[src/rtl/assert_macros.svh]
// Assertion macros shared by the tag tracker RTL.
// Depends on nothing; users must have i_clk and i_rst_n in scope.
`ifndef ASSERT_MACROS_SVH
`define ASSERT_MACROS_SVH
`ifndef SYNTH
// Same-cycle implication, disabled while reset is held.
`define CHK_SAME(lbl, ante, cons, msg) \
    lbl: assert property (@(posedge i_clk) disable iff (!i_rst_n) (ante) |-> (cons)) \
        else $error(msg);
// Next-cycle implication, disabled while reset is held.
`define CHK_NEXT(lbl, ante, cons, msg) \
    lbl: assert property (@(posedge i_clk) disable iff (!i_rst_n) (ante) |=> (cons)) \
        else $error(msg);
`else
`define CHK_SAME(lbl, ante, cons, msg)
`define CHK_NEXT(lbl, ante, cons, msg)
`endif
`endif

[src/rtl/chmtt_pkg.sv]
// Shared types and constants of the cache tag tracker.
// Used by the front, queue, back and top level; depends on nothing.
package chmtt_pkg;

    localparam int ADDR_W        = 32;
    localparam int LINE_W        = 30;
    localparam int MAX_SET_COUNT = 1024;
    localparam int SET_W         = $clog2(MAX_SET_COUNT);
    localparam int WAY_COUNT     = 2;

    // Configuration port.
    localparam int CFG_W     = 32;
    localparam int CFG_IDX_W = 3;
    localparam int LB_W      = 3;
    localparam int SL_W      = 4;

    localparam logic [LB_W-1:0] LB_MIN = 3'd2;
    localparam logic [LB_W-1:0] LB_MAX = 3'd4;
    localparam logic [SL_W-1:0] SL_MIN = 4'd7;
    localparam logic [SL_W-1:0] SL_MAX = 4'd10;

    // Queue between front and back.
    localparam int Q_DEPTH = 4;
    localparam int Q_PTR_W = $clog2(Q_DEPTH);
    localparam int Q_CNT_W = $clog2(Q_DEPTH + 1);

    // Operation codes of an input item.
    localparam logic OP_READ       = 1'b0;
    localparam logic OP_INVALIDATE = 1'b1;

    typedef enum logic [CFG_IDX_W-1:0] {
        CFG_LINE_BYTES_LOG2 = 3'd0,
        CFG_TWO_WAY_MODE    = 3'd1,
        CFG_SETS_LOG2       = 3'd2,
        CFG_REGION_BASE     = 3'd3,
        CFG_REGION_UPPER    = 3'd4
    } t_cfg_idx;

    typedef enum logic [1:0] {
        HIT_MISS = 2'd0,
        HIT_WAY1 = 2'd1,
        HIT_WAY2 = 2'd2
    } t_hit;

    typedef enum logic [1:0] {
        BK_CLEAR,
        BK_IDLE,
        BK_LOOKUP,
        BK_SWEEP
    } t_back_state;

    // A classified item as it waits in the queue.
    typedef struct packed {
        logic              invalidate;
        logic              in_region;
        logic              two;
        logic [LINE_W-1:0] line;
        logic [SET_W-1:0]  set_idx;
    } t_qentry;

    typedef struct packed {
        logic full;
        logic empty;
    } t_q_status;

endpackage

[src/rtl/chmtt_front.sv]
// Front end: configuration registers and classification of accepted items.
// Depends on chmtt_pkg.
module chmtt_front (
    input  logic                                 i_clk,
    input  logic                                 i_rst_n,
    input  logic                                 i_cfg_we,
    input  logic [chmtt_pkg::CFG_IDX_W-1:0]      i_cfg_idx,
    input  logic [chmtt_pkg::CFG_W-1:0]          i_cfg_data,
    input  logic                                 i_start,
    input  logic                                 i_busy,
    input  logic                                 i_operation,
    input  logic [chmtt_pkg::ADDR_W-1:0]         i_read_address,
    output logic                                 o_push,
    output chmtt_pkg::t_qentry                   o_entry
);
    import chmtt_pkg::*;

    logic [LB_W-1:0]   r_line_bytes_log2;
    logic              r_two_way_mode;
    logic [SL_W-1:0]   r_sets_log2;
    logic [ADDR_W-1:0] r_region_base;
    logic [ADDR_W-1:0] r_region_upper;

    logic [LB_W-1:0]   lb_c;
    logic [SL_W-1:0]   sl_c;
    logic [4:0]        span_sh;
    logic [ADDR_W-1:0] span_mask;
    logic [ADDR_W-1:0] base;
    logic [ADDR_W-1:0] limit;
    logic [SET_W-1:0]  set_mask;
    logic [LINE_W-1:0] line;

    // Configuration registers, written by index.
    always_ff @(posedge i_clk) begin
        if (!i_rst_n) begin
            r_line_bytes_log2 <= LB_MIN;
            r_two_way_mode    <= 1'b0;
            r_sets_log2       <= SL_MIN;
            r_region_base     <= '0;
            r_region_upper    <= '0;
        end else if (i_cfg_we) begin
            case (i_cfg_idx)
                CFG_LINE_BYTES_LOG2: r_line_bytes_log2 <= i_cfg_data[LB_W-1:0];
                CFG_TWO_WAY_MODE:    r_two_way_mode    <= i_cfg_data[0];
                CFG_SETS_LOG2:       r_sets_log2       <= i_cfg_data[SL_W-1:0];
                CFG_REGION_BASE:     r_region_base     <= i_cfg_data[ADDR_W-1:0];
                CFG_REGION_UPPER:    r_region_upper    <= i_cfg_data[ADDR_W-1:0];
                default: begin
                end
            endcase
        end
    end

    // Saturate the size registers to their legal ranges.
    always_comb begin
        if (r_line_bytes_log2 < LB_MIN) begin
            lb_c = LB_MIN;
        end else if (r_line_bytes_log2 > LB_MAX) begin
            lb_c = LB_MAX;
        end else begin
            lb_c = r_line_bytes_log2;
        end
        if (r_sets_log2 < SL_MIN) begin
            sl_c = SL_MIN;
        end else if (r_sets_log2 > SL_MAX) begin
            sl_c = SL_MAX;
        end else begin
            sl_c = r_sets_log2;
        end
    end

    // Region bounds are aligned down to the set span; the upper one wraps.
    assign span_sh   = {2'b00, lb_c} + {1'b0, sl_c};
    assign span_mask = {ADDR_W{1'b1}} << span_sh;
    assign base      = r_region_base & span_mask;
    assign limit     = (r_region_upper + ADDR_W'(1)) & span_mask;

    // Line address and set index; set index bits beyond the configured set count are masked off.
    assign line     = LINE_W'(i_read_address >> lb_c);
    assign set_mask = ~({SET_W{1'b1}} << sl_c);

    // Classify the item as it is accepted.
    assign o_push             = i_start && !i_busy;
    assign o_entry.invalidate = (i_operation == OP_INVALIDATE);
    assign o_entry.in_region  = (i_read_address >= base) && (i_read_address < limit);
    assign o_entry.two        = (WAY_COUNT >= 2) && r_two_way_mode;
    assign o_entry.line       = line;
    assign o_entry.set_idx    = line[SET_W-1:0] & set_mask;

endmodule

[config.mk]
export PLATFORM = sky130hd
export DESIGN_NAME = chmtt_front
export DESIGN_NICKNAME = d
export VERILOG_FILES = /design/src/rtl/assert_macros.svh /design/src/rtl/chmtt_pkg.sv /design/src/rtl/chmtt_front.sv
export SDC_FILE = /design/constraint.sdc
export NUM_CORES = 1
export LEC_CHECK = 0
export BUFFER_PORTS_ARGS = -buffer_cell sky130_fd_sc_hd__buf_4
export CORE_UTILIZATION = 40
export DETAILED_ROUTE_END_ITERATION = 16
export PLACE_DENSITY_LB_ADDON = 0.2
export SYNTH_ARGS = -nofsm -noshare
export SYNTH_HDL_FRONTEND = slang
export SYNTH_SLANG_ARGS = --single-unit
[constraint.sdc]
create_clock -name i_clk -period 8.2 [get_ports i_clk]
set_input_delay 0.41 -clock i_clk [delete_from_list [all_inputs] [get_ports i_clk]]
set_output_delay 0.41 -clock i_clk [all_outputs]
set_load 0.02 [all_outputs]
==> impl_summary.log <==
[metrics] number of warnings issued by yosys: 0
[metrics] number of clock sinks: 72
[metrics] vias after detailed routing: 5688
[metrics] leftover overflow at the end of global routing: 0
[metrics] clock insertion delay at the later pin of the skew report: around 340 ps
[metrics] count of inserted antenna diode cells: 0
[metrics] buffering stage count on the worst path with inverters included: 2
[metrics] post-synthesis xor/xnor area fraction: 5.18%
[metrics] maximum buffer depth of the clock tree: 2
[metrics] total wire length after detailed routing: between 15 and 20 mm
[metrics] starting density of the core: 41.8%
[metrics] data arrival time at the worst-slack endpoint: 5120 ps
[metrics] Antenna Violating Nets Remaining: 0
[metrics] first-pass GRT wire length: 26.5 mm
[metrics] Setup crit end kind: primary output
[metrics] HP Class: input port to register
[metrics] Crit path required time: 7790 ps
[metrics] mux share of post-synthesis cell area: 5.95%
[metrics] cell with the largest stage delay on the worst path: dfxtp_2
[metrics] Syn Nets: around 930
[metrics] maximum fanout along the worst path: 67
[metrics] Max Cap Viol: 0
[metrics] Initial DRC Count: about 330
[metrics] clock buffer count from CTS: 9
[metrics] min cycle time layout: between 5000 and 6000 ps
[metrics] outcome: finished, final reports clean
[metrics] synthesized-area fraction occupied by and/or/nand/nor cells: between 20% and 30%
[metrics] Die Footprint: roughly 15000 sq um
[metrics] Post-CTS Repair Setup Buffers: 0
[metrics] final count of pins violating max slew: 0
[metrics] Detail Placement HPWL: 13.6 mm
[metrics] routed length per instance: 16.3 um
[metrics] chain of cells forming the critical path: inv_1, ha_1, a21o_1, a21oi_1, xnor2_1, o21ai_0, nand2_1, ha_1, a21oi_1, o21ai_0, a221o_1, a2111oi_0, o21ai_0, and4_1, buf_4
[metrics] Avg Inst Size Synth: 7.43 sq um
[metrics] post-synthesis share of cell area spent on full adders, half adders and majority gates: 14.6%
[metrics] Clock H-tree levels: 3
[metrics] height of the chip: 123 um
[metrics] number of cells traversed by the worst hold path: 3
[metrics] number of filler instances in the final layout: approximately 1400
[metrics] non-filler cells in the finished layout: 1062
[metrics] number of global-route vias before repair: 5016
[metrics] Max-Slew Margin vs Limit: 39.2%
[metrics] leading post-synthesis cells by instance count: 240 x nand2_1, 72 x dfxtp_1, 67 x ha_1, 66 x a21boi_0, 51 x o21ai_0
[metrics] number of distinct library cells after synthesis: 52
[metrics] Period Utilization, post-route: 67.4%
[metrics] sum of negative setup slack: 0 ps
[metrics] number of antenna violations at the first check in global routing: 0
[metrics] port buffer count: 114
[metrics] proportion of synthesized chip area in sequential cells: roughly a quarter
[metrics] worst slew pin tran: 913 ps
[metrics] detail-routed via count per cell: 5.36
[metrics] number of top-level design ports: 117
[metrics] leading cell type by number of instances after synthesis: nand2_1
[metrics] number of cell rows: 43
[metrics] minimum setup slack after placement: 3070 ps
[metrics] leakage power figure: 2.85 nW
[metrics] clock root buffer: clkbuf_16
[metrics] most common cell type on the critical path: o21ai_0
[metrics] CORE AREA: 14100 sq um
[metrics] f_max: 181 MHz
[metrics] drt pass-1 iters: 5
[metrics] total instance count after detailed placement: 1047
[metrics] category of the most critical setup path: register to primary output
[metrics] Syn Inst Count: 792
[metrics] Clk pin slew, worst setup/hold paths: 60 ps
[metrics] Net count, final: 1019
[metrics] delay of the slowest critical-path stage: 930 ps
[metrics] Layout area overhead: 20.5%
[metrics] portion of synthesized cell area occupied by the leading cell type: approximately 24%
[metrics] gp weighted congestion: 0.903
[metrics] share of flip-flops with an asynchronous set or reset after synthesis: 0%
[metrics] Total Routing Usage GR: 23.0%
[metrics] prevailing post-synth register cell: dfxtp_1
[metrics] dominant cell type by area after synthesis: dfxtp_1
[metrics] power density over the cells: 131 nW/um^2
[metrics] Layout Skew: 0 ps
[metrics] Worst Setup Start Kind: register
[metrics] Synth Area in Compound Gates: 18.7%
[metrics] final hold violation count: 0
[metrics] dominant combinational cell family by area after synthesis: simple AND/OR/NAND/NOR gates
[metrics] setup slack after layout: around 2700 ps
[metrics] layout cells sized above 1: 16.8%
[metrics] Worst R2R Path Depth: 4
[metrics] peak supply drop: about 0.00007 V
[metrics] TritonCTS clock tree: yes
[metrics] worst hold slack across all endpoints: 333 ps
[metrics] count of unresolved DRC violations after routing: 0
[metrics] pin count of the biggest net entering global routing: 73
[metrics] Post-CTS Hold Fix Bufs: 0
[metrics] Final setup violation count: 0
[metrics] unrepaired setup endpoints after global routing: false
[metrics] total stage count of the critical path: 15
[metrics] post-CTS sizing: 0
[metrics] number of enable-type register cells in the synthesized netlist: 0
[metrics] Chip Width: 123 um
[metrics] top cells by area, synth: dfxtp_1 24%, nand2_1 15%, ha_1 14%
[metrics] summed instance area of the synthesized netlist: 5890 sq um
[metrics] kind of cell adding the most delay to the critical path: compound AO/OA/AOI/OAI gates
[metrics] #FFs+latches synth: between 70 and 80
flip-flops by register name, summed over array words and instances (netlist names):
name	flops
r_line_bytes_log2	3
r_sets_log2	4
r_region_base	32
r_region_upper	32
r_two_way_mode	1
worst min-delay path: cells and delay by family:
kind,cells,cell delay [ps]
AND/OR/NAND/NOR,1,40
buffers and inverters,1,110
AO/OA/AOI/OAI,1,60
worst paths after layout:
check | start | endpoint | slack (ps)
max | r_line_bytes_log2[2]$_SDFFE_PN0P_ | o_entry[41] | 2670
min | i_cfg_data[4] | r_region_base[4]$_SDFFE_PN0P_ | 330
max reg2reg | r_line_bytes_log2[2]$_SDFFE_PN0P_ | r_line_bytes_log2[2]$_SDFFE_PN0P_ | 6630
min reg2reg | r_region_base[28]$_SDFFE_PN0P_ | r_region_base[28]$_SDFFE_PN0P_ | 460
logic make-up (layout without fill, tap and decap cells):
kind of cell	count (synthesis)	count (layout)
muxes	35	35
adders and majority gates	68	68
and+or+nand+nor	358	358
DFF	72	72
AOI/OAI and AO/OA	173	173
xor gates and xnor gates	34	34
buffers and inverters	52	142
power by group:
part           total, W  leakage (nW)  switching (W)  internal, W
combinational  0.000199          2.13       0.000112    0.0000874
sequential     0.000367         0.583     0.00000926     0.000357
clock          0.000365         0.130       0.000154     0.000211
cell type report:
class | instances | area [sq um] | area share [%]
clock inverters | 5 | 33.8 | 0.476
repair buffers | 118 | 886 | 12.5
well taps | 180 | 225 | 3.17
multi-input cells | 668 | 4240 | 59.7
flip-flops and latches | 72 | 1440 | 20.3
inverters | 9 | 33.8 | 0.476
clock buffers | 10 | 239 | 3.37
routing by layer:
layer  global-route usage (%)  part of all wire, %
met5                        0                    0
met2                     33.9                   41
met1                     34.5                   52
met3                     3.41                  6.0
met4                     5.72                  1.1
layout by cell type (no fill, tap or decap), types with 3 or more instances in the layout:
| master | synthesis | routed |
|---|---|---|
| a211oi_1 | 4 | 4 |
| a21boi_0 | 66 | 66 |
| a21o_1 | 5 | 5 |
| a21oi_1 | 28 | 28 |
| and3_1 | 12 | 12 |
| and4_1 | 6 | 6 |
| buf_4 | 2 | 118 |
| clkbuf_16 | 0 | 9 |
| dfxtp_1 | 72 | 71 |
| ha_1 | 67 | 67 |
| inv_1 | 9 | 9 |
| mux2i_1 | 35 | 35 |
| nand2_1 | 240 | 240 |
| nand3_1 | 33 | 32 |
| nand3_2 | 2 | 3 |
| nand4_1 | 15 | 15 |
| nor2_1 | 19 | 19 |
| nor2b_1 | 7 | 7 |
| nor3_1 | 3 | 3 |
| o211ai_1 | 6 | 6 |
| o21ai_0 | 51 | 51 |
| xnor2_1 | 24 | 24 |
| xor2_1 | 9 | 9 |
metrics by stage:
stage	instance area, sq um	total power (W)	utilization (%)
3_5_place_dp	6830	0.000572	48.4
6_report	7100	0.000930	50.4
4_1_cts	7100	0.000937	50.4
5_1_grt	7100	0.000974	50.4
2_1_floorplan	5890	0.000481	-
3_3_place_gp	6830	0.000571	48.4
(Power assumes the default switching activity.)
