--- config.mk ---
export PLATFORM = sky130hd
export DESIGN_NAME = chmtt_queue
export DESIGN_NICKNAME = d
export VERILOG_FILES = /design/src/rtl/chmtt_pkg.sv /design/src/rtl/chmtt_queue.sv
export VERILOG_INCLUDE_DIRS = /design/src /design/src/rtl
export SDC_FILE = /design/constraint.sdc
export NUM_CORES = 1
export LEC_CHECK = 0
export ABC_AREA = 1
export BUFFER_PORTS_ARGS = -buffer_cell sky130_fd_sc_hd__buf_4
export CAP_MARGIN = 20
export CORE_ASPECT_RATIO = 0.75
export CORE_UTILIZATION = 51
export CTS_BUF_LIST = sky130_fd_sc_hd__clkbuf_4 sky130_fd_sc_hd__clkbuf_8 sky130_fd_sc_hd__clkbuf_16
export DETAILED_ROUTE_END_ITERATION = 12
export PLACE_DENSITY_LB_ADDON = 0.3
export SETUP_SLACK_MARGIN = 0.2
export SYNTH_ARGS = -nofsm -noshare
export SYNTH_HDL_FRONTEND = slang
export SYNTH_SLANG_ARGS = --single-unit
--- constraint.sdc ---
create_clock -name i_clk -period 1.9 [get_ports i_clk]
set_input_delay 0.57 -clock i_clk [delete_from_list [all_inputs] [get_ports i_clk]]
set_output_delay 0.57 -clock i_clk [all_outputs]
set_load 0.02 [all_outputs]
--- src/rtl/assert_macros.svh ---
// Assertion macros shared by the tag tracker RTL.
// Depends on nothing; users must have i_clk and i_rst_n in scope.
`ifndef ASSERT_MACROS_SVH
`define ASSERT_MACROS_SVH
`ifndef SYNTH
// Same-cycle implication, disabled while reset is held.
`define CHK_SAME(lbl, ante, cons, msg) \
    lbl: assert property (@(posedge i_clk) disable iff (!i_rst_n) (ante) |-> (cons)) \
        else $error(msg);
// Next-cycle implication, disabled while reset is held.
`define CHK_NEXT(lbl, ante, cons, msg) \
    lbl: assert property (@(posedge i_clk) disable iff (!i_rst_n) (ante) |=> (cons)) \
        else $error(msg);
`else
`define CHK_SAME(lbl, ante, cons, msg)
`define CHK_NEXT(lbl, ante, cons, msg)
`endif
`endif

--- src/rtl/chmtt_pkg.sv ---
// Shared types and constants of the cache tag tracker.
// Used by the front, queue, back and top level; depends on nothing.
package chmtt_pkg;

    localparam int ADDR_W        = 32;
    localparam int LINE_W        = 30;
    localparam int MAX_SET_COUNT = 1024;
    localparam int SET_W         = $clog2(MAX_SET_COUNT);
    localparam int WAY_COUNT     = 2;

    // Configuration port.
    localparam int CFG_W     = 32;
    localparam int CFG_IDX_W = 3;
    localparam int LB_W      = 3;
    localparam int SL_W      = 4;

    localparam logic [LB_W-1:0] LB_MIN = 3'd2;
    localparam logic [LB_W-1:0] LB_MAX = 3'd4;
    localparam logic [SL_W-1:0] SL_MIN = 4'd7;
    localparam logic [SL_W-1:0] SL_MAX = 4'd10;

    // Queue between front and back.
    localparam int Q_DEPTH = 4;
    localparam int Q_PTR_W = $clog2(Q_DEPTH);
    localparam int Q_CNT_W = $clog2(Q_DEPTH + 1);

    // Operation codes of an input item.
    localparam logic OP_READ       = 1'b0;
    localparam logic OP_INVALIDATE = 1'b1;

    typedef enum logic [CFG_IDX_W-1:0] {
        CFG_LINE_BYTES_LOG2 = 3'd0,
        CFG_TWO_WAY_MODE    = 3'd1,
        CFG_SETS_LOG2       = 3'd2,
        CFG_REGION_BASE     = 3'd3,
        CFG_REGION_UPPER    = 3'd4
    } t_cfg_idx;

    typedef enum logic [1:0] {
        HIT_MISS = 2'd0,
        HIT_WAY1 = 2'd1,
        HIT_WAY2 = 2'd2
    } t_hit;

    typedef enum logic [1:0] {
        BK_CLEAR,
        BK_IDLE,
        BK_LOOKUP,
        BK_SWEEP
    } t_back_state;

    // A classified item as it waits in the queue.
    typedef struct packed {
        logic              invalidate;
        logic              in_region;
        logic              two;
        logic [LINE_W-1:0] line;
        logic [SET_W-1:0]  set_idx;
    } t_qentry;

    typedef struct packed {
        logic full;
        logic empty;
    } t_q_status;

endpackage

--- src/rtl/chmtt_queue.sv ---
// Short FIFO of classified items between the front and the back.
// Depends on chmtt_pkg and assert_macros.svh.
module chmtt_queue (
    input  logic                 i_clk,
    input  logic                 i_rst_n,
    input  logic                 i_push,
    input  chmtt_pkg::t_qentry   i_entry,
    input  logic                 i_pop,
    output chmtt_pkg::t_qentry   o_head,
    output chmtt_pkg::t_q_status o_status
);
    import chmtt_pkg::*;
    `include "assert_macros.svh"

    t_qentry            r_mem [Q_DEPTH];
    logic [Q_PTR_W-1:0] r_wr_ptr, n_wr_ptr;
    logic [Q_PTR_W-1:0] r_rd_ptr, n_rd_ptr;
    logic [Q_CNT_W-1:0] r_count,  n_count;

    // Pointer and count update.
    always_comb begin
        n_wr_ptr = r_wr_ptr;
        n_rd_ptr = r_rd_ptr;
        n_count  = r_count;
        if (i_push) begin
            n_wr_ptr = (r_wr_ptr == Q_PTR_W'(Q_DEPTH - 1)) ? '0 : r_wr_ptr + 1'b1;
        end
        if (i_pop) begin
            n_rd_ptr = (r_rd_ptr == Q_PTR_W'(Q_DEPTH - 1)) ? '0 : r_rd_ptr + 1'b1;
        end
        if (i_push && !i_pop) begin
            n_count = r_count + 1'b1;
        end else if (i_pop && !i_push) begin
            n_count = r_count - 1'b1;
        end
    end

    always_ff @(posedge i_clk) begin
        if (!i_rst_n) begin
            r_wr_ptr <= '0;
            r_rd_ptr <= '0;
            r_count  <= '0;
        end else begin
            r_wr_ptr <= n_wr_ptr;
            r_rd_ptr <= n_rd_ptr;
            r_count  <= n_count;
        end
    end

    // Entry storage carries no reset.
    always_ff @(posedge i_clk) begin
        if (i_push) begin
            r_mem[r_wr_ptr] <= i_entry;
        end
    end

    assign o_head         = r_mem[r_rd_ptr];
    assign o_status.full  = (r_count == Q_CNT_W'(Q_DEPTH));
    assign o_status.empty = (r_count == '0);

    // The top level must hold items off when the queue is full.
    `CHK_SAME(a_no_push_full, i_push, !o_status.full || i_pop, "push into a full queue")
    `CHK_SAME(a_no_pop_empty, i_pop, !o_status.empty, "pop from an empty queue")

endmodule

==> run metrics, run 1 <==
HPWL Detailed=7990 um; number of cells in the design after placement=729; number of buffers on the longest clock path=2; Placer Congestion=0.723; final period demand of the worst path=2.20 ns; CTS root buffer=sky130_fd_sc_hd__clkbuf_16; final design utilization=0.672; post-route ant nets=0; CP cell instances=inv_8 > buf_12 > buf_16 > nor2_1 > o22ai_1 > buf_4; largest net degree at the start of global routing=31; count of filler cells inserted in the layout=867; max frequency=455 MHz; clock transition at the registers of the reported paths=0.06 ns; portion of the clock cycle consumed by the worst path in the final layout=1.16; proportion of layout cells with a drive suffix above 1=0.298; Hold Vio Cnt, Final=0; number of buffers inserted during clock tree synthesis=17; combined global-route utilization of all metal layers=0.227; total number of vias=4274; Crit. End Element=primary output; number of library cell types mapped by synthesis=20; cell row count=36; number of max-cap violations=0; kind of cell adding the most delay to the critical path=buffers and inverters; global-route wire length before repair=22200 um; number of global-route vias before repair=4123; pin slew with the least headroom to its limit=0.318 ns; met1 usage in global routing=0.301; number of nets in the synthesized netlist=528; Worst Setup Start Kind=flip-flop; height of the chip=102 um; sequential fraction of the synthesis area=0.785; register area=5360 um2; drt first pass iters=5; R2R Setup Slk=0.39 ns; Max FO, Critical Path=21; Lkg Pwr=3.15 nW; DRC violation total after the first TritonRoute iteration=286; Die X-Extent=135 um; worst hold slack across all endpoints=0.333 ns; vias per cell=5.54; max-slew headroom at the worst pin=0.788; worst path required time=1.33 ns; routed wire length=14800 um; average detailed-routed wire length per instance=19.1 um; initial cell density of the core=0.523; number of instances in the synthesized netlist=474; cells taking the most area after synthesis=sky130_fd_sc_hd__edfxtp_1, sky130_fd_sc_hd__o21ai_0, sky130_fd_sc_hd__nor2_1, sky130_fd_sc_hd__o22ai_1, sky130_fd_sc_hd__dfxtp_1; total setup violations reported at the end of the flow=43; count of pins on the block boundary=92; smallest setup slack after layout=-0.298 ns; max-slew violation total from the final report=0; Crit-path slowest cell=sky130_fd_sc_hd__dfxtp_4; Final Power=9.07 mW; GRT busiest layer=met2; VDD IR-drop max=0.735 mV; Critical Path Max Stage Delay=0.39 ns; clk sinks=181; Yosys reg bits=181; Max Clock Skew=0.00544 ns; outcome=finished, violations left; Layout Nets=642; Total Die Area=13800 um2; met3 track demand over resource=0.0694; power density over the cells=1040 nW/um2; worst min-delay path class=input port to flip-flop; count of buffers inserted at the top-level ports=91; antenna violations before repair=0; worst path arrival time=1.63 ns; RSZ-0062 raised after global routing=true; DRC violations left=0; H-Tree Level Count=4; filler-free cell count of the finished design=772; violations in the final reports=negative setup slack; cell area after synthesis=6810 um2; final antenna diode count=0; met2 usage in global routing=0.356; # hold bufs at CTS=0; Synth-to-Final Area Change=28.3%; top-area cell type share of the netlist area=0.758; area of the multi-input gates=1340 um2; worst skew pair latency=0.43 ns; Core ar.=13000 um2; yosys synthesis warning count=0; TritonCTS clock tree=done; WS Path Type=flip-flop to primary output; combined buffer and inverter count along the critical path=4; per-instance average area after synthesis=14.4 um2; total grt overflow=0; cell type contributing the most total cell area after synthesis=sky130_fd_sc_hd__edfxtp_1
## cells in the mapped netlist
cell type and instances:
sky130_fd_sc_hd__a21oi_1 3, sky130_fd_sc_hd__buf_2 5, sky130_fd_sc_hd__buf_4 5, sky130_fd_sc_hd__buf_6 5, sky130_fd_sc_hd__clkbuf_1 11, sky130_fd_sc_hd__dfxtp_1 9
sky130_fd_sc_hd__edfxtp_1 172, sky130_fd_sc_hd__fa_1 1, sky130_fd_sc_hd__ha_1 6, sky130_fd_sc_hd__inv_1 14, sky130_fd_sc_hd__inv_2 2, sky130_fd_sc_hd__nand2_1 8
sky130_fd_sc_hd__nand3_1 1, sky130_fd_sc_hd__nand4_1 1, sky130_fd_sc_hd__nor2_1 94, sky130_fd_sc_hd__nor3_1 4, sky130_fd_sc_hd__o21ai_0 82, sky130_fd_sc_hd__o21ai_1 7
sky130_fd_sc_hd__o22ai_1 43, sky130_fd_sc_hd__xor2_1 1
## placed cells by master, fill, tap and decap left out, drive strengths merged, types with 8 or more instances in the layout
cell type and count:
o22ai 43, clkinv 12, nand2 8, buf 121, clkbuf 18, dfxtp 9
inv 12, o21ai 89, nor2 94, edfxtp 172
## metrics by stage
stage | TNS [ns] | setup slack (ns) | cell area (um2)
floorplan | 0 | 0.222 | 6830
global placement | 0 | 0.106 | 7840
detailed placement | -0.00718 | -0.00718 | 7840
CTS | -9.85 | -0.277 | 8640
global route | -12.31 | -0.354 | 8740
finish | -9.42 | -0.298 | 8740
## state kept, by name, indices dropped and copies added (netlist names), named ones only
register,flops
r_mem,172
r_rd_ptr,2
r_wr_ptr,2
r_count,3
## worst reg2reg max path, cell delays in order, from the launching register on
cell,delay [ns]
sky130_fd_sc_hd__dfxtp_2,0.34
sky130_fd_sc_hd__ha_1,0.21
sky130_fd_sc_hd__nand2_1,0.12
sky130_fd_sc_hd__clkinvlp_4,0.30
sky130_fd_sc_hd__buf_12,0.28
## routing by layer
metal | wire length [um] | share of wire
met5 | 0 | 0
met4 | 178 | 0.012
met1 | 6460 | 0.44
met3 | 1020 | 0.069
met2 | 7100 | 0.48
## cell type report
type                       count  area share
tap                          171      0.0245
timing repair buffer         121       0.139
inverter                      16     0.00973
clock buffer                  18      0.0495
clock inverter                14      0.0107
sequential                   181       0.613
multi-input combinational    251       0.153
## logic make-up after synthesis
kind of cell	synth area share
buffers and inverters	0.0323
AO/OA/AOI/OAI	0.107
adder cells (fa/ha/maj)	0.0140
flip-flops	0.785
XOR/XNOR	0.00129
AND/OR/NAND/NOR	0.0608
## path summary, 6_finish.rpt
check / startpoint / end / cells after the start
worst min register to register: r_count[1] / r_count[1] / 2
worst max-delay path: flip-flop / o_head[7] / 6
worst min-delay path: i_entry[40] / r_mem[1][40] / 1
worst max register to register: r_wr_ptr[0] / r_mem[3][9] / 4
## power by group
| group | switching (mW) | leakage (nW) | internal [mW] | total (mW) |
|---|---|---|---|---|
| combinational | 0.757 | 1.23 | 0.558 | 1.31 |
| sequential | 0.0651 | 1.66 | 4.56 | 4.62 |
| clock | 1.36 | 0.261 | 1.77 | 3.13 |
## what timing repair did
action                     4_1_cts  5_1_grt
gates cloned                     6        0
buffers inserted                 2        3
resized for setup               71       29
setup endpoints to repair       45       45
pin swaps                        7        3
(Power assumes the default switching activity.)
==> run 2: changes to the inputs <==
Settings changed: CELL_PAD_IN_SITES_DETAIL_PLACEMENT from default to 1, CELL_PAD_IN_SITES_GLOBAL_PLACEMENT from default to 1, CORE_UTILIZATION 51 to 42.
==> run 2 against run 1 <==
Net effect: the flow still finishes with violations (negative setup slack); clock power is 24% higher; worst hold slack better by 0.0022 ns; sequential power hardly changed; first-iteration DRC count is 15% lower; fmax is 2.2% lower; critical path depth is 1 lower; count of clock-buffer cells in the layout is 1 lower; clock skew is 0.0056 ns higher; combinational power is 19% higher; via count is 3.2% higher; largest cell class unchanged.
==> run metrics, run 2 (synthesis gave the netlist of run 1 again) <==
sequential group share of total power=0.461 (was 0.510); commonest cells after routing, fill and taps aside=sky130_fd_sc_hd__edfxtp_1, sky130_fd_sc_hd__buf_4, sky130_fd_sc_hd__nor2_1 (unchanged); combinational power share=0.155 (was 0.145); final antenna diode count=0 (unchanged); total setup violations reported at the end of the flow=43 (unchanged); worst path required time=1.33 ns (about the same); max frequency=445 MHz (was 455 MHz); WS Path Type=flip-flop to primary output (unchanged); depth of the worst register-to-register path=7 (was 4); Final Power=10.1 mW (was 9.07 mW); TritonCTS clock tree=done (unchanged); area of the multi-input gates=1660 um2 (was 1340 um2); Hold Path Sink=r_mem[3][7] (was r_mem[1][40]); Max FO, Critical Path=11 (was 21); Placer Congestion=0.751 (was 0.723); count of pins on the block boundary=92 (unchanged); pin slew with the least headroom to its limit=0.291 ns (was 0.318 ns); worst skew pair latency=0.43 ns (about the same); RSZ-0062 raised after global routing=true (unchanged); DRC violation total after the first TritonRoute iteration=242 (was 286); Synth-to-Final Area Change=38.7% (was 28.3%); max-slew headroom at the worst pin=0.804 (was 0.788); number of cells in the design after placement=756 (was 729); clk sinks=181 (unchanged); H-Tree Level Count=4 (unchanged); CTS root buffer=sky130_fd_sc_hd__clkbuf_16 (unchanged); largest net degree at the start of global routing=44 (was 31); DRC violations left=0 (unchanged); Hold Vio Cnt, Final=0 (unchanged); max-slew violation total from the final report=0 (unchanged); number of max-cap violations=0 (unchanged); register with the most flip-flops=r_mem (unchanged); initial cell density of the core=0.439 (was 0.523); combined global-route utilization of all metal layers=0.225 (was 0.227); violations in the final reports=negative setup slack (unchanged); clock share of power=0.385 (was 0.345); height of the chip=112 um (was 102 um); number of global-route vias before repair=4877 (was 4123); cell row count=39 (was 36); Layout Nets=644 (was 642); count of buffers inserted at the top-level ports=91 (unchanged); Sw Ratio=0.246 (was 0.240); top flop regs=r_mem (172), r_count (3) (unchanged); Lkg Pwr=3.35 nW (was 3.15 nW); final period demand of the worst path=2.25 ns (was 2.20 ns); vias per cell=5.46 (was 5.54); worst min-delay path class=input port to flip-flop (unchanged); Crit. End Element=primary output (unchanged); most common cell after layout, fill and taps aside=sky130_fd_sc_hd__edfxtp_1 (unchanged); # hold bufs at CTS=0 (unchanged); internal power=7.59 mW (was 6.89 mW); Total Die Area=16700 um2 (was 13800 um2); number of buffers inserted during clock tree synthesis=17 (unchanged); HPWL Detailed=8800 um (was 7990 um); Worst Hold Path Cells=1 (unchanged); Critical R2R Capture=r_count[2] (was r_mem[3][9]); VDD IR-drop max=0.663 mV (was 0.735 mV); register area=5360 um2 (unchanged); proportion of layout cells with a drive suffix above 1=0.408 (was 0.298); average detailed-routed wire length per instance=22.6 um (was 19.1 um); clock transition at the registers of the reported paths=0.07 ns (was 0.06 ns); Max Clock Skew=0.0110 ns (was 0.00544 ns); Worst Setup Start Kind=flip-flop (unchanged); antenna violations before repair=0 (unchanged); drt first pass iters=5 (unchanged); total number of vias=4411 (was 4274); Core ar.=15500 um2 (was 13000 um2); smallest setup slack after layout=-0.348 ns (was -0.298 ns); worst path arrival time=1.68 ns (was 1.63 ns); max FFs per register=172 (unchanged); startpoint of the worst hold path=i_entry[7] (was i_entry[40]); post-route ant nets=0 (unchanged); switching component of the power=2.48 mW (was 2.18 mW); Die X-Extent=149 um (was 135 um); global-route wire length before repair=27200 um (was 22200 um); power density over the cells=1070 nW/um2 (was 1040 nW/um2); number of buffers on the longest clock path=2 (unchanged); R2R Setup Slk=0.48 ns (was 0.39 ns); outcome=finished, violations left (unchanged); routed wire length=18200 um (was 14800 um); beginning of the worst register-to-register path=r_count[0] (was r_wr_ptr[0]); portion of the clock cycle consumed by the worst path in the final layout=1.18 (was 1.16); count of filler cells inserted in the layout=1415 (was 867); filler-free cell count of the finished design=808 (was 772); total grt overflow=0 (unchanged)
-- run 2: cell types whose count changed in the layout (fill, tap and decap cells not counted), moves of 4 or more --
| cell | change |
|---|---|
| sky130_fd_sc_hd__o21ai_0 | -8 |
| sky130_fd_sc_hd__buf_4 | -21 |
| sky130_fd_sc_hd__nor2_2 | +11 |
| sky130_fd_sc_hd__buf_6 | +14 |
| sky130_fd_sc_hd__o22ai_2 | +16 |
| sky130_fd_sc_hd__clkbuf_16 | +5 |
| sky130_fd_sc_hd__nor2_1 | -21 |
| sky130_fd_sc_hd__bufinv_16 | +4 |
| sky130_fd_sc_hd__o22ai_1 | -17 |
| sky130_fd_sc_hd__o21ai_2 | +18 |
| sky130_fd_sc_hd__clkinv_1 | -6 |
| sky130_fd_sc_hd__nor2_4 | +10 |
| sky130_fd_sc_hd__o21ai_1 | -13 |
-- run 2: layer usage --
| layer | up-vias | GRT usage | share of wire |
|---|---|---|---|
| met5 | - | 0 | 0 |
| met4 | 0 | 0.0707 | 0.011 |
| met1 | 2250 | 0.276 | 0.41 |
| met2 | 127 | 0.386 | 0.52 |
| met3 | 16 | 0.0614 | 0.062 |
| li1 | 2018 | - | - |
-- run 2: worst max-delay path by stage --
stage	endpoint	start
finish	o_head[7]	flip-flop
global route	o_head[40]	flip-flop
CTS	o_head[41]	flip-flop
detailed placement	r_count[2]	i_pop
global placement	r_count[2]	i_pop
floorplan	o_head[13]	flip-flop
-- run 2: cell type report --
class	count	area share
Clock buffer	17	0.0450
Multi-Input combinational cell	251	0.176
Tap cell	205	0.0272
Clock inverter	15	0.0241
Timing Repair Buffer	123	0.151
Sequential cell	181	0.568
Inverter	16	0.00927
-- run 2: stage by stage --
stage | worst slack (ns) | hold slack [ns] | area (um2) | util | TNS (ns)
CTS | -0.313 | 0.320 | 8910 | 0.574 | -11.85
detailed placement | 0.00340 | 0.538 | 7830 | 0.504 | 0
global route | -0.415 | 0.318 | 9450 | 0.609 | -15.15
finish | -0.348 | 0.336 | 9450 | 0.609 | -12.54
floorplan | 0.222 | 0.490 | 6830 | - | 0
global placement | 0.0892 | 0.523 | 7830 | 0.504 | 0
-- run 2: critical path, cell delays in order (launching register included) --
cell and delay (ns):
sky130_fd_sc_hd__dfxtp_4 0.43, sky130_fd_sc_hd__clkinv_8 0.13, sky130_fd_sc_hd__buf_16 0.18, sky130_fd_sc_hd__o21ai_1 0.20, sky130_fd_sc_hd__o22ai_2 0.15, sky130_fd_sc_hd__buf_6 0.16
-- run 2: power by group through the flow --
stage	Sequential (mW)	Clock [mW]	Combinational, mW
after floorplan	4.68	0	0.610
after global placement	4.68	0	1.12
after detailed placement	4.70	0	1.16
after CTS	4.62	3.93	1.36
after global routing	4.65	4.07	1.67
final	4.64	3.87	1.56
-- run 2: timing repair --
item                                    4_1_cts  5_1_grt
resized for setup                            94      104
cloned                                        8        5
pin swaps                                    16       37
endpoints found under the setup margin       45       45
setup buffers                                 4        3
==> run 3: changes to the inputs <==
Settings changed: SETUP_SLACK_MARGIN 0.2 to 0.15.
==> run 3 against run 2 <==
Net effect: the flow still finishes with violations (negative setup slack); cell count down 0.37%; sequential power barely moved; routed wire length decreased by 9.4%; critical path depth unchanged; total power is 10% lower; worst hold slack better by 0.010 ns; first-iteration DRC count rose by 11%; flip-flop and latch count unchanged; critical endpoint is now o_head[19]; highest routed layer unchanged.
==> run metrics, run 3 (synthesis gave the netlist of run 1 again) <==
proportion of layout cells with a drive suffix above 1=0.312 (was 0.408); max-slew violation total from the final report=0 (unchanged); DRC violations left=0 (unchanged); Total Die Area=16700 um2 (unchanged); largest net degree at the start of global routing=44 (unchanged); portion of the clock cycle consumed by the worst path in the final layout=1.16 (was 1.18); smallest setup slack after layout=-0.310 ns (was -0.348 ns); max frequency=452 MHz (was 445 MHz); Crit. End Element=primary output (unchanged); Synth-to-Final Area Change=29.0% (was 38.7%); count of buffers inserted at the top-level ports=91 (unchanged); number of buffers on the longest clock path=2 (unchanged); combined global-route utilization of all metal layers=0.206 (was 0.225); violations in the final reports=negative setup slack (unchanged); Max Clock Skew=0.00765 ns (was 0.0110 ns); Crit-path slowest cell=sky130_fd_sc_hd__dfxtp_4 (unchanged); outcome=finished, violations left (unchanged); H-Tree Level Count=4 (unchanged); total setup violations reported at the end of the flow=43 (unchanged); final antenna diode count=0 (unchanged); sum of negative setup slack=-9.12 ns (was -12.54 ns); Max FO, Critical Path=15 (was 11); commonest cells after routing, fill and taps aside=sky130_fd_sc_hd__edfxtp_1, sky130_fd_sc_hd__nor2_1, sky130_fd_sc_hd__buf_4 (was sky130_fd_sc_hd__edfxtp_1, sky130_fd_sc_hd__buf_4, sky130_fd_sc_hd__nor2_1); Critical Path Max Stage Delay=0.42 ns (was 0.43 ns); most common cell after layout, fill and taps aside=sky130_fd_sc_hd__edfxtp_1 (unchanged); post-route cell area=8790 um2 (was 9450 um2); TritonCTS clock tree=done (unchanged); CTS root buffer=sky130_fd_sc_hd__clkbuf_16 (unchanged); total number of vias=4293 (was 4411); height of the chip=112 um (unchanged); area of the multi-input gates=1370 um2 (was 1660 um2); Area after DPL=7900 um2 (was 7830 um2); HPWL Detailed=9090 um (was 8800 um); worst hold slack across all endpoints=0.346 ns (was 0.336 ns); routed wire length=16500 um (was 18200 um); Die X-Extent=149 um (unchanged); clk sinks=181 (unchanged); worst skew pair latency=0.42 ns (was 0.43 ns); crit-path most repeated cell=sky130_fd_sc_hd__buf_12; beginning of the worst register-to-register path=r_wr_ptr[0] (was r_count[0]); max-slew headroom at the worst pin=0.795 (was 0.804); RSZ-0062 raised after global routing=true (unchanged); count of pins on the block boundary=92 (unchanged); average detailed-routed wire length per instance=20.5 um (was 22.6 um); DRC violation total after the first TritonRoute iteration=268 (was 242); Final Power=9.05 mW (was 10.1 mW); power density over the cells=1030 nW/um2 (was 1070 nW/um2); number of global-route vias before repair=4764 (was 4877); initial cell density of the core=0.439 (unchanged); worst min-delay path class=input port to flip-flop (unchanged); WS Path Type=flip-flop to primary output (unchanged); clock transition at the registers of the reported paths=0.06 ns (was 0.07 ns); total grt overflow=0 (unchanged); register with the most flip-flops=r_mem (unchanged); Lkg Pwr=3.13 nW (was 3.35 nW); drt first pass iters=4 (was 5); VDD IR-drop max=0.676 mV (was 0.663 mV); combined buffer and inverter count along the critical path=3 (unchanged); final period demand of the worst path=2.21 ns (was 2.25 ns); number of buffers inserted during clock tree synthesis=17 (unchanged); cell row count=39 (unchanged); Worst Setup Start Kind=flip-flop (unchanged); worst path required time=1.33 ns (about the same); # hold bufs at CTS=0 (unchanged); CP cell instances=buf_12 > buf_12 > o21ai_1 > o22ai_1 > buf_4 (was clkinv_8 > buf_16 > o21ai_1 > o22ai_2 > buf_6); max FFs per register=172 (unchanged); Hold Vio Cnt, Final=0 (unchanged); Layout Nets=641 (was 644); Core ar.=15500 um2 (unchanged); kind of cell adding the most delay to the critical path=buffers and inverters (unchanged); number of max-cap violations=0 (unchanged); Placer Congestion=0.767 (was 0.751); antenna violations before repair=0 (unchanged); post-route ant nets=0 (unchanged); startpoint of the worst hold path=i_entry[28] (was i_entry[7]); vias per cell=5.33 (was 5.46); worst path arrival time=1.64 ns (was 1.68 ns); count of filler cells inserted in the layout=1509 (was 1415); pin slew with the least headroom to its limit=0.308 ns (was 0.291 ns); register area=5360 um2 (about the same); top flop regs=r_mem (172), r_count (3) (unchanged); global-route wire length before repair=25300 um (was 27200 um)
## run 3: cell count changes in the layout (fill, tap and decap cells not counted), moves of 5 or more
cell	change
sky130_fd_sc_hd__buf_4	+16
sky130_fd_sc_hd__buf_6	-10
sky130_fd_sc_hd__bufinv_16	-5
sky130_fd_sc_hd__clkinv_2	+5
sky130_fd_sc_hd__nor2_1	+21
sky130_fd_sc_hd__nor2_2	-11
sky130_fd_sc_hd__nor2_4	-10
sky130_fd_sc_hd__o21ai_0	+19
sky130_fd_sc_hd__o21ai_2	-16
sky130_fd_sc_hd__o22ai_1	+13
sky130_fd_sc_hd__o22ai_2	-12
## run 3: report_power, final
group / internal (mW) / total (mW) / switching [mW]
combinational: 0.559 / 1.34 / 0.776
sequential: 4.56 / 4.62 / 0.0687
clock: 1.65 / 3.09 / 1.44
total: 6.76 / 9.05 / 2.29
## run 3: what timing repair did
action                     CTS  global route
cloned                       4             1
setup buffers                5             0
gates resized for setup     55            37
pin swaps                   11             7
setup endpoints to repair   45            45
## run 3: worst paths after layout
kind,slack [ns],cells after the start,endpoint
worst max-delay path,-0.31,5,o_head[19]
worst min-delay path,0.35,1,r_mem[2][28]
worst min register to register,0.54,2,r_count[1]
worst max register to register,0.41,5,r_mem[0][41]
## run 3: stage by stage
step | utilization | std cells | setup WS [ns]
6_report | 0.566 | 805 | -0.310
2_1_floorplan | - | 474 | 0.186
3_3_place_gp | 0.509 | 763 | 0.0863
5_1_grt | 0.566 | 805 | -0.359
3_5_place_dp | 0.509 | 763 | 0.00196
4_1_cts | 0.559 | 804 | -0.330
## run 3: cell type report
class | count | area share
Clock buffer | 17 | 0.0484
Clock inverter | 15 | 0.0105
Tap cell | 205 | 0.0292
Timing Repair Buffer | 120 | 0.137
Sequential cell | 181 | 0.609
Multi-Input combinational cell | 251 | 0.156
Inverter | 16 | 0.00968
## run 3: per-layer routing
metal  up-vias  GRT usage  part of all wire
met2       108      0.359              0.51
met4         0     0.0782             0.016
li1       1997          -                 -
met1      2167      0.247              0.43
met3        21     0.0484             0.047
met5         -          0                 0
